File: src/rtl/uavp_pkg.sv
// uavp_pkg: shared types, character codes and length constants for the
// avp parameter value locator. No dependencies.
`timescale 1ns / 1ps

package uavp_pkg;

   // Longest string scanned; later bytes only set the overflow flag.
   localparam int MAX_STRING_LEN = 1024;
   // Position counter must hold MAX_STRING_LEN itself.
   localparam int POS_W          = $clog2(MAX_STRING_LEN + 1);

   // Result field widths (fixed by the port definition).
   localparam int OFFSET_W = 10;
   localparam int LENGTH_W = 11;

   localparam logic [7:0] CH_LO_A   = 8'h61; // 'a'
   localparam logic [7:0] CH_UP_A   = 8'h41; // 'A'
   localparam logic [7:0] CH_LO_V   = 8'h76; // 'v'
   localparam logic [7:0] CH_UP_V   = 8'h56; // 'V'
   localparam logic [7:0] CH_LO_P   = 8'h70; // 'p'
   localparam logic [7:0] CH_UP_P   = 8'h50; // 'P'
   localparam logic [7:0] CH_SEMI   = 8'h3B; // ';'
   localparam logic [7:0] CH_EQ     = 8'h3D; // '='
   localparam logic [7:0] CH_BSLASH = 8'h5C; // backslash
   localparam logic [7:0] CH_DQUOTE = 8'h22; // double quote
   localparam logic [7:0] CH_TAB    = 8'h09;
   localparam logic [7:0] CH_LF     = 8'h0A;
   localparam logic [7:0] CH_CR     = 8'h0D;
   localparam logic [7:0] CH_SPACE  = 8'h20;

   typedef enum logic [3:0] {
      ST_NAME     = 4'd0,
      ST_A        = 4'd1,
      ST_AV       = 4'd2,
      ST_AVP      = 4'd3,
      ST_PRE_EQ   = 4'd4,
      ST_POST_EQ  = 4'd5,
      ST_SKIP     = 4'd6,
      ST_SKIP_Q   = 4'd7,
      ST_SKIP_ESC = 4'd8,
      ST_BARE     = 4'd9,
      ST_QUOTED   = 4'd10,
      ST_Q_ESC    = 4'd11
   } scan_state_type;

   typedef struct packed {
      logic                found;
      logic [OFFSET_W-1:0] value_offset;
      logic [LENGTH_W-1:0] value_length;
      logic                too_long;
   } scan_result_type;

   function automatic logic is_ws(input logic [7:0] c);
      return (c == CH_SPACE) || (c == CH_TAB) || (c == CH_CR) || (c == CH_LF);
   endfunction

endpackage

File: src/rtl/uavp_scanner.sv
// uavp_scanner: per-byte parameter scanner state and the result of the
// transfer in hand. Depends on uavp_pkg.
`timescale 1ns / 1ps

module uavp_scanner
   import uavp_pkg::*;
(
   input  logic            clock,
   input  logic            reset,
   input  logic            accept,
   input  logic [7:0]      data_byte,
   input  logic            has_byte,
   input  logic            last,
   output scan_result_type result
);

   scan_state_type   state_ff, state_in, state_step, upd_state;
   logic [POS_W-1:0] pos_ff, pos_in, upd_pos;
   logic [POS_W-1:0] start_ff, start_in, upd_start;
   logic [POS_W-1:0] vlen_ff, vlen_in, upd_vlen;
   logic [POS_W-1:0] res_len;
   logic             fin_ff, fin_in, upd_fin;
   logic             ovf_ff, ovf_in, upd_ovf;
   logic             at_max, step_en;
   logic             load_start, start_skip, end_zero, end_pos;

   assign at_max  = (pos_ff >= POS_W'(MAX_STRING_LEN));
   assign step_en = has_byte && !at_max && !fin_ff;

   // Next state of the scanner for one byte
   always_comb begin
      state_step = state_ff;
      unique case (state_ff)
         ST_NAME: begin
            if (!is_ws(data_byte)) begin
               state_step = (data_byte == CH_LO_A || data_byte == CH_UP_A) ? ST_A : ST_SKIP;
            end
         end
         ST_A: begin
            state_step = (data_byte == CH_LO_V || data_byte == CH_UP_V) ? ST_AV : ST_SKIP;
         end
         ST_AV: begin
            state_step = (data_byte == CH_LO_P || data_byte == CH_UP_P) ? ST_AVP : ST_SKIP;
         end
         ST_AVP, ST_PRE_EQ: begin
            priority if (data_byte == CH_SEMI) state_step = state_ff;
            else if (data_byte == CH_EQ)       state_step = ST_POST_EQ;
            else if (is_ws(data_byte))         state_step = ST_PRE_EQ;
            else                               state_step = ST_SKIP;
         end
         ST_POST_EQ: begin
            priority if (data_byte == CH_DQUOTE) state_step = ST_QUOTED;
            else if (data_byte == CH_SEMI)       state_step = state_ff;
            else if (is_ws(data_byte))           state_step = state_ff;
            else                                 state_step = ST_BARE;
         end
         ST_SKIP: begin
            priority if (data_byte == CH_DQUOTE) state_step = ST_SKIP_Q;
            else if (data_byte == CH_SEMI)       state_step = ST_NAME;
            else                                 state_step = state_ff;
         end
         ST_SKIP_Q: begin
            priority if (data_byte == CH_BSLASH) state_step = ST_SKIP_ESC;
            else if (data_byte == CH_DQUOTE)     state_step = ST_SKIP;
            else                                 state_step = state_ff;
         end
         ST_SKIP_ESC: state_step = ST_SKIP_Q;
         ST_BARE:     state_step = state_ff;
         ST_QUOTED: begin
            if (data_byte == CH_BSLASH) state_step = ST_Q_ESC;
         end
         ST_Q_ESC:    state_step = ST_QUOTED;
         default:     state_step = ST_NAME;
      endcase
   end

   // Actions: value start capture and value end
   always_comb begin
      load_start = 1'b0;
      start_skip = 1'b0;
      end_zero   = 1'b0;
      end_pos    = 1'b0;
      unique case (state_ff)
         ST_AVP, ST_PRE_EQ: begin
            end_zero = (data_byte == CH_SEMI);
         end
         ST_POST_EQ: begin
            priority if (data_byte == CH_DQUOTE) begin
               load_start = 1'b1;
               start_skip = 1'b1;
            end else if (data_byte == CH_SEMI) begin
               end_zero = 1'b1;
            end else if (!is_ws(data_byte)) begin
               load_start = 1'b1;
            end else begin
               load_start = 1'b0;
            end
         end
         ST_BARE: begin
            priority if (data_byte == CH_DQUOTE) end_zero = 1'b1;
            else if (data_byte == CH_SEMI || is_ws(data_byte)) end_pos = 1'b1;
            else end_pos = 1'b0;
         end
         ST_QUOTED: begin
            end_pos = (data_byte == CH_DQUOTE);
         end
         default: begin
            load_start = 1'b0;
         end
      endcase
   end

   // Updated scan registers after this transfer
   always_comb begin
      upd_state = step_en ? state_step : state_ff;
      upd_start = start_ff;
      if (step_en && load_start) begin
         upd_start = start_skip ? pos_ff + POS_W'(1) : pos_ff;
      end
      upd_vlen = vlen_ff;
      if (step_en && end_zero) begin
         upd_vlen = '0;
      end else if (step_en && end_pos) begin
         upd_vlen = pos_ff - start_ff;
      end
      upd_fin = fin_ff || (step_en && (end_zero || end_pos));
      upd_pos = (has_byte && !at_max) ? pos_ff + POS_W'(1) : pos_ff;
      upd_ovf = ovf_ff || (has_byte && at_max);
   end

   // An open bare value runs to the end of the string
   assign res_len = (!upd_fin && upd_state == ST_BARE) ? upd_pos - upd_start : upd_vlen;

   always_comb begin
      result.found        = (res_len != '0);
      result.value_offset = result.found ? OFFSET_W'(upd_start) : '0;
      result.value_length = result.found ? LENGTH_W'(res_len) : '0;
      result.too_long     = upd_ovf;
   end

   // Last transfer of a string returns the scanner to its reset state
   always_comb begin
      state_in = state_ff;
      pos_in   = pos_ff;
      start_in = start_ff;
      vlen_in  = vlen_ff;
      fin_in   = fin_ff;
      ovf_in   = ovf_ff;
      if (accept && last) begin
         state_in = ST_NAME;
         pos_in   = '0;
         start_in = '0;
         vlen_in  = '0;
         fin_in   = 1'b0;
         ovf_in   = 1'b0;
      end else if (accept) begin
         state_in = upd_state;
         pos_in   = upd_pos;
         start_in = upd_start;
         vlen_in  = upd_vlen;
         fin_in   = upd_fin;
         ovf_in   = upd_ovf;
      end
   end

   always_ff @(posedge clock) begin
      if (reset) begin
         state_ff <= ST_NAME;
         pos_ff   <= '0;
         start_ff <= '0;
         vlen_ff  <= '0;
         fin_ff   <= 1'b0;
         ovf_ff   <= 1'b0;
      end else begin
         state_ff <= state_in;
         pos_ff   <= pos_in;
         start_ff <= start_in;
         vlen_ff  <= vlen_in;
         fin_ff   <= fin_in;
         ovf_ff   <= ovf_in;
      end
   end

endmodule

File: src/rtl/uri_avp_param_value_locator.sv
// uri_avp_param_value_locator: top level, handshake and result register.
// Depends on uavp_pkg and uavp_scanner.
//
//   channel | direction | ports                                    | transfer
//   --------+-----------+------------------------------------------+---------------------
//   req     | in        | data_byte, has_byte, last                | req_valid & !req_stall
//   rsp     | out       | found, value_offset, value_length, too_long | rsp_valid & !rsp_stall
//
// One byte per cycle, sustained, but for a last transfer stalled behind a held result.
// The scanner state registers take each transfer; the result of a last
// transfer lands in the result register and shows on rsp_* the next cycle.
// Reset is synchronous, active high: scanner to name start, result register empty.
// req_stall rises only for a last transfer while a held result is stalled;
// other bytes keep flowing. No item without last ever yields a result.
`timescale 1ns / 1ps

module uri_avp_param_value_locator
   import uavp_pkg::*;
(
   input  logic                clock,
   input  logic                reset,
   // request channel
   input  logic                req_valid,
   output logic                req_stall,
   input  logic [7:0]          req_data_byte,
   input  logic                req_has_byte,
   input  logic                req_last,
   // response channel
   output logic                rsp_valid,
   input  logic                rsp_stall,
   output logic                rsp_found,
   output logic [OFFSET_W-1:0] rsp_value_offset,
   output logic [LENGTH_W-1:0] rsp_value_length,
   output logic                rsp_too_long
);

   scan_result_type scan_res;
   scan_result_type res_ff, res_in;
   logic            rsp_valid_ff, rsp_valid_in;
   logic            req_accept, rsp_held;

   // A result waiting on a stalled consumer blocks only another result
   assign rsp_held   = rsp_valid_ff && rsp_stall;
   assign req_stall  = rsp_held && req_last;
   assign req_accept = req_valid && !req_stall;

   uavp_scanner u_scanner (
      .clock     (clock),
      .reset     (reset),
      .accept    (req_accept),
      .data_byte (req_data_byte),
      .has_byte  (req_has_byte),
      .last      (req_last),
      .result    (scan_res)
   );

   // Result register: load on a last transfer, drain when taken
   always_comb begin
      res_in       = res_ff;
      rsp_valid_in = rsp_valid_ff && rsp_stall;
      if (req_accept && req_last) begin
         res_in       = scan_res;
         rsp_valid_in = 1'b1;
      end
   end

   always_ff @(posedge clock) begin
      if (reset) begin
         rsp_valid_ff <= 1'b0;
      end else begin
         rsp_valid_ff <= rsp_valid_in;
      end
   end

   always_ff @(posedge clock) begin
      res_ff <= res_in;
   end

   assign rsp_valid        = rsp_valid_ff;
   assign rsp_found        = res_ff.found;
   assign rsp_value_offset = res_ff.value_offset;
   assign rsp_value_length = res_ff.value_length;
   assign rsp_too_long     = res_ff.too_long;

   // Every last transfer produces a result in the next cycle
   a_last_gives_rsp: assert property (@(posedge clock) disable iff (reset)
      (req_valid && !req_stall && req_last) |=> rsp_valid)
      else $error("last transfer did not produce a result");

   // Bytes without last never create a result
   a_no_spurious_rsp: assert property (@(posedge clock) disable iff (reset)
      (!(req_valid && !req_stall && req_last) && !(rsp_valid && rsp_stall)) |=> !rsp_valid)
      else $error("result appeared without a last transfer");

   // Not found reports zero offset and length; found has a non-empty value
   a_found_fields: assert property (@(posedge clock) disable iff (reset)
      rsp_valid |-> (rsp_found ? (rsp_value_length != '0)
                               : (rsp_value_length == '0 && rsp_value_offset == '0)))
      else $error("result fields inconsistent with found");

endmodule

File: config.mk
export PLATFORM = sky130hd
export DESIGN_NAME = uri_avp_param_value_locator
export DESIGN_NICKNAME = d
export VERILOG_FILES = /design/src/rtl/uavp_pkg.sv /design/src/rtl/uavp_scanner.sv /design/src/rtl/uri_avp_param_value_locator.sv
export SDC_FILE = /design/constraint.sdc
export NUM_CORES = 1
export LEC_CHECK = 0
export BUFFER_PORTS_ARGS = -buffer_cell sky130_fd_sc_hd__buf_4
export CORE_ASPECT_RATIO = 1.25
export CORE_UTILIZATION = 55
export CTS_CLUSTER_DIAMETER = 40
export DETAILED_ROUTE_END_ITERATION = 12
export PLACE_DENSITY = 0.74
export SKIP_CTS_REPAIR_TIMING = 1
export SLEW_MARGIN = 25
export SYNTH_ARGS = -nofsm -noshare
export SYNTH_HDL_FRONTEND = slang
export SYNTH_HIERARCHICAL = 1
export SYNTH_SLANG_ARGS = --single-unit
File: constraint.sdc
create_clock -name clock -period 5.44 [get_ports clock]
set_clock_uncertainty 0.05 [all_clocks]
set_input_delay 0 -clock clock [delete_from_list [all_inputs] [get_ports clock]]
set_output_delay 0 -clock clock [all_outputs]
set_load 0.01 [all_outputs]
Word level (Yosys, flattened, before mapping)
Index checks and enable logic that the tools add are counted.
Cells by class
  add/subtract/negate cells: 3
  magnitude comparators: 1
  equal/unequal tests: 26
  muxes and demuxes: 36
  reductions and logical operators: 30
Operators with widths (count)
  $mux W11: 6
  $eq A8 B7 Y1 const B: 7
  $mux W4: 12
  $pmux W4 S11: 1
  $eq A8 B6 Y1 const B: 4
  $eq A8 B4 Y1 const B: 3
  $sub A11 B11 Y11: 2
  $eq A4 B4 Y1 const B: 5
  $eq A4 B3 Y1 const B: 4
  $logic_and A1 B1 Y1: 12
  $add A11 B1 Y11 const B: 1
  $ge A11 B11 Y1 const B: 1
  $mux W1: 11
  $reduce_bool A11 Y1: 1
  $logic_or A1 B1 Y1: 10
  $mux W3: 3
  $eq A4 B2 Y1 const B: 2
  $eq A4 B1 Y1 const B: 1
  $logic_not A1 Y1: 4
  $logic_not A4 Y1: 1
  $reduce_or A2 Y1: 2
  $pmux W1 S3: 1
  $mux W2: 1
  $pmux W1 S2: 1
Storage, ports and cells
  register bits after elaboration: 63
  output and inout bits: 25

Longest topological paths before layout
  depth after elaboration: 15
  mapped depth: 18

Hierarchy
The synthesis kept the hierarchy.
Modules (own cells, without submodules)
  uavp_scanner: instances 1, cells each 534, area each 4000.1 um2, sequential area each 780.7 um2
  uri_avp_param_value_locator: instances 1, cells each 30, area each 748.2 um2, sequential area each 710.7 um2

Worst setup path before layout
Ideal clock, no wire load.
  path type: register to register
  start point: register u_scanner.state_ff[1]
  end point: register res_ff (netlist bit rsp_value_offset[0]) (data pin)
  setup time: 263 ps
  data arrival time: 3669 ps
  data required time: 5127 ps
  setup slack: 1458 ps
  cell stages (with the launch flop): 19
  buffers on the path: 3
  cell sequence: dfxtp_1 buf_2 nor2b_1 and4_1 clkbuf_1 nand2_1 xor2_1 o21ai_0 inv_1 ha_1 or2_2 o31a_1 xnor2_1 or3b_1 nor4_1 nand3_1 clkbuf_1 o21ai_0 o22ai_2
Between the ends
  word-level cells in the longest chain between the ends: 10
RTL lines
  start: declaration: line uavp_scanner.sv:17  | scan_state_type state_ff, state_in, state_step, upd_state;
  start signal: assignment: line uavp_scanner.sv:175  | state_ff <= state_in;
  branches (longest 10 deep; another with $sub A11 B11 Y11)
  end signal: assignment: line uri_avp_param_value_locator.sv:76  | res_ff <= res_in;
  end: declaration: line uri_avp_param_value_locator.sv:38  | scan_result_type res_ff, res_in;
Parallel ways; which one is timed is not known.
A chain may end at the register's enable or synchronous reset.

Worst setup path in the final report
  start point: register u_scanner.state_ff[0]
  end point: register res_ff (netlist bit rsp_value_offset[3]) (data pin)
The elaborated chain is that of the path after synthesis.

==> results.md <==
* Status: complete, no violations
* Area contributors post-synth: dfxtp_1, edfxtp_1, ha_1
* RSZ-0062 raised after global routing: false
* Vias in the first global route at 4097
* Yosys warning count at 6
* Final setup viols at 0
* ANT cells at 0
* Die W at 85.11 µm
* CTS Buf Count at 9
* CP Class: reg -> reg
* Core ar. at 8287 µm²
* Critical Path RT at 5.49 ns
* Worst relative slew slack at 36.62%
* DP HPWL at 9.438 mm
* Number of flops mapped to enable cells by yosys at 23
* Slowest-stage cell, CP: dfxtp_1
* DRT antenna net count at 0
* CP Max Fanout at 14
* Final Max Tran Viols at 0
* Crit path launch type: flop
* Root buf cell: clkbuf_8
* Setup TNS at 0 ns
* Cell Area, Placed at 5097 µm²
* P&R area growth vs syn at 12.12%
* Clock sinks at 63
* Ys flop type: dfxtp_1
* Fin nets at 630
* Fin crit share at 91.46%
* Fmax at 201.0 MHz
* CTS clock-pin slew for the worst setup and hold paths at 0.07 ns
* Synth cell types at 75
* # IOs at 39
* Clk Latency, worst-skew pair at 0.35 ns
* Final hold viol count at 0
* Largest net degree at the start of global routing at 43
* Most frequent cell after synthesis: nor2_1
* Share of the synthesized area in the top cell type at 16.86%
* FF+latch count, synth at 63
* Top cell type by total area after synthesis: dfxtp_1
* Routed WL per cell at 17.98 µm
* Site Rows at 37
* Grt ovf at 0
* Number of port buffers at 38
* Flop2flop setup slack at 0.46 ns
* GRT Total Usage at 28.63%
* Share of cells above drive strength 1 at 14.21%
* Final non-filler cell area at 5324 µm²
* Max cap viols at 0
* CTS tree: done
* Sequential share of the synthesized area at 31.41%
* CP arrival at 5.02 ns
* Worst min path class: in -> reg
* GP Congestion at 0.9919
* Number of H-tree levels at 3
* Post-Synthesis Cells at 564
* Vias at 4333
* Initial antenna violation count at 0
* Die span in y at 105.9 µm
* Leak at 2.000 nW
* Pwr dens at 203.0 nW/µm²
* Initial Utilization at 57.30%
* Worst vdd ir at 0.1380 mV
* TritonRoute pass-1 iters at 5
* Via density at 6.235
* Synthesized net count at 601
* Slew @ Worst Pin at 0.9465 ns
* Mean Syn Cell Area at 8.419 µm²
* FFs w/ async S/R, synth at 0%
* Min Clock Period, post-route at 4.975 ns
* Most frequent CP cell: o21ai_0
* Synthesized cell area at 4748 µm²
* Commonest cells post-synth: nor2_1, nand2_1, dfxtp_1
* Maximum clock insertion buffer count at 2
* DRT iter0 DRCs at 334
* DRC viols at 0
* Die area at 9011 µm²
* Total Wirelength at 12.50 mm
* Global-route wire length before repair at 19.84 mm
* Overall power at 1.081 mW
* Critical path capture point type: flop
* CP max stage delay at 0.60 ns
* Worst-path cell chain: nor2b_1 -> and4_1 -> nand2_1 -> xor2_1 -> o21ai_0 -> inv_1 -> ha_1 -> or2_2 -> o31a_1 -> xnor2_1 -> or3b_1 -> nor4_1 -> nand3_1 -> o21ai_0 -> o22ai_2
[critical path, delay by kind of cell (launching register included)]
kind,cells,cell delay (ns)
simple gates,7,2.26
compound gates,4,0.90
flops,1,0.60
xor+xnor,2,0.40
fa+ha+maj,1,0.37
buf+inv,1,0.14
[where the power goes]
| group | switching, mW | internal, mW |
|---|---|---|
| sequential | 0.0106 | 0.500 |
| clock | 0.198 | 0.212 |
| combinational | 0.0959 | 0.0646 |
| total | 0.304 | 0.777 |
[area by class of cell]
class	instances	area [µm²]
clock buffers	9	123.9
clock inverters	7	72.57
repair buffers	53	405.4
fillers	727	2963
well taps	97	121.4
multi-input cells	430	2974
inverters	36	135.1
flip-flops and latches	63	1491
[through the flow]
| stage | hold WS (ns) | util (%) | instances | setup WS [ns] |
|---|---|---|---|---|
| after floorplan | 0.01907 | - | 564 | 1.458 |
| after global placement | 0.1166 | 61.51 | 676 | 0.7347 |
| after detailed placement | 0.1216 | 61.51 | 676 | 0.6177 |
| after CTS | -0.2522 | 63.88 | 692 | 0.5854 |
| after global routing | 0.1377 | 64.25 | 695 | 0.2353 |
| final | 0.1045 | 64.25 | 695 | 0.4646 |
[final timing paths]
check / startpoint / end / cells past startpoint
worst max-delay path: u_scanner/state_ff[0] / rsp_value_offset[3] / 15
worst max register to register: u_scanner/state_ff[0] / rsp_value_offset[3] / 15
worst min-delay path: req_last / u_scanner/pos_ff[10] / 3
worst min register to register: u_scanner/ovf_ff / u_scanner/ovf_ff / 2
[registers in the layout, indices dropped and copies added, names as in the netlist, 4 cells and up]
name,cells
rsp_value_length,11
rsp_value_offset,10
u_scanner/pos_ff,11
u_scanner/start_ff,11
u_scanner/state_ff,4
u_scanner/vlen_ff,11
[cell families (layout without fill, tap and decap cells)]
family / after synthesis / in the layout / share of synthesized area (%)
DFF: 63 / 63 / 31.41
AOI/OAI and AO/OA: 150 / 150 / 21.79
and+or+nand+nor: 195 / 195 / 22.29
xor gates and xnor gates: 41 / 41 / 7.563
buffers and inverters: 71 / 105 / 6.140
muxes: 21 / 21 / 4.427
adders and majority gates: 23 / 23 / 6.377
[metal layers]
layer / GRT usage, % / vias to the layer above / wire, µm / part of all wire (%)
met5: 0 / - / 0 / 0
met1: 30.30 / 2036 / 4821 / 39
li1: - / 2111 / - / -
met2: 51.73 / 151 / 6516 / 52
met3: 4.699 / 35 / 495 / 4.0
met4: 18.64 / 0 / 663 / 5.3
[layout by cell type (no fill, tap or decap), types with 8 or more instances in the layout]
| master | instances |
|---|---|
| inv_1 | 36 |
| xor2_1 | 15 |
| nand3_1 | 15 |
| a21oi_1 | 23 |
| nand2_1 | 42 |
| nor2_1 | 61 |
| dfxtp_1 | 40 |
| xnor2_1 | 26 |
| nor2b_1 | 9 |
| a211oi_1 | 9 |
| nand4_1 | 9 |
| buf_4 | 50 |
| a31oi_1 | 8 |
| o21ai_0 | 37 |
| mux2i_1 | 21 |
| clkbuf_8 | 9 |
| ha_1 | 21 |
| edfxtp_1 | 23 |
No activity file was read; power rests on OpenSTA's default activity.
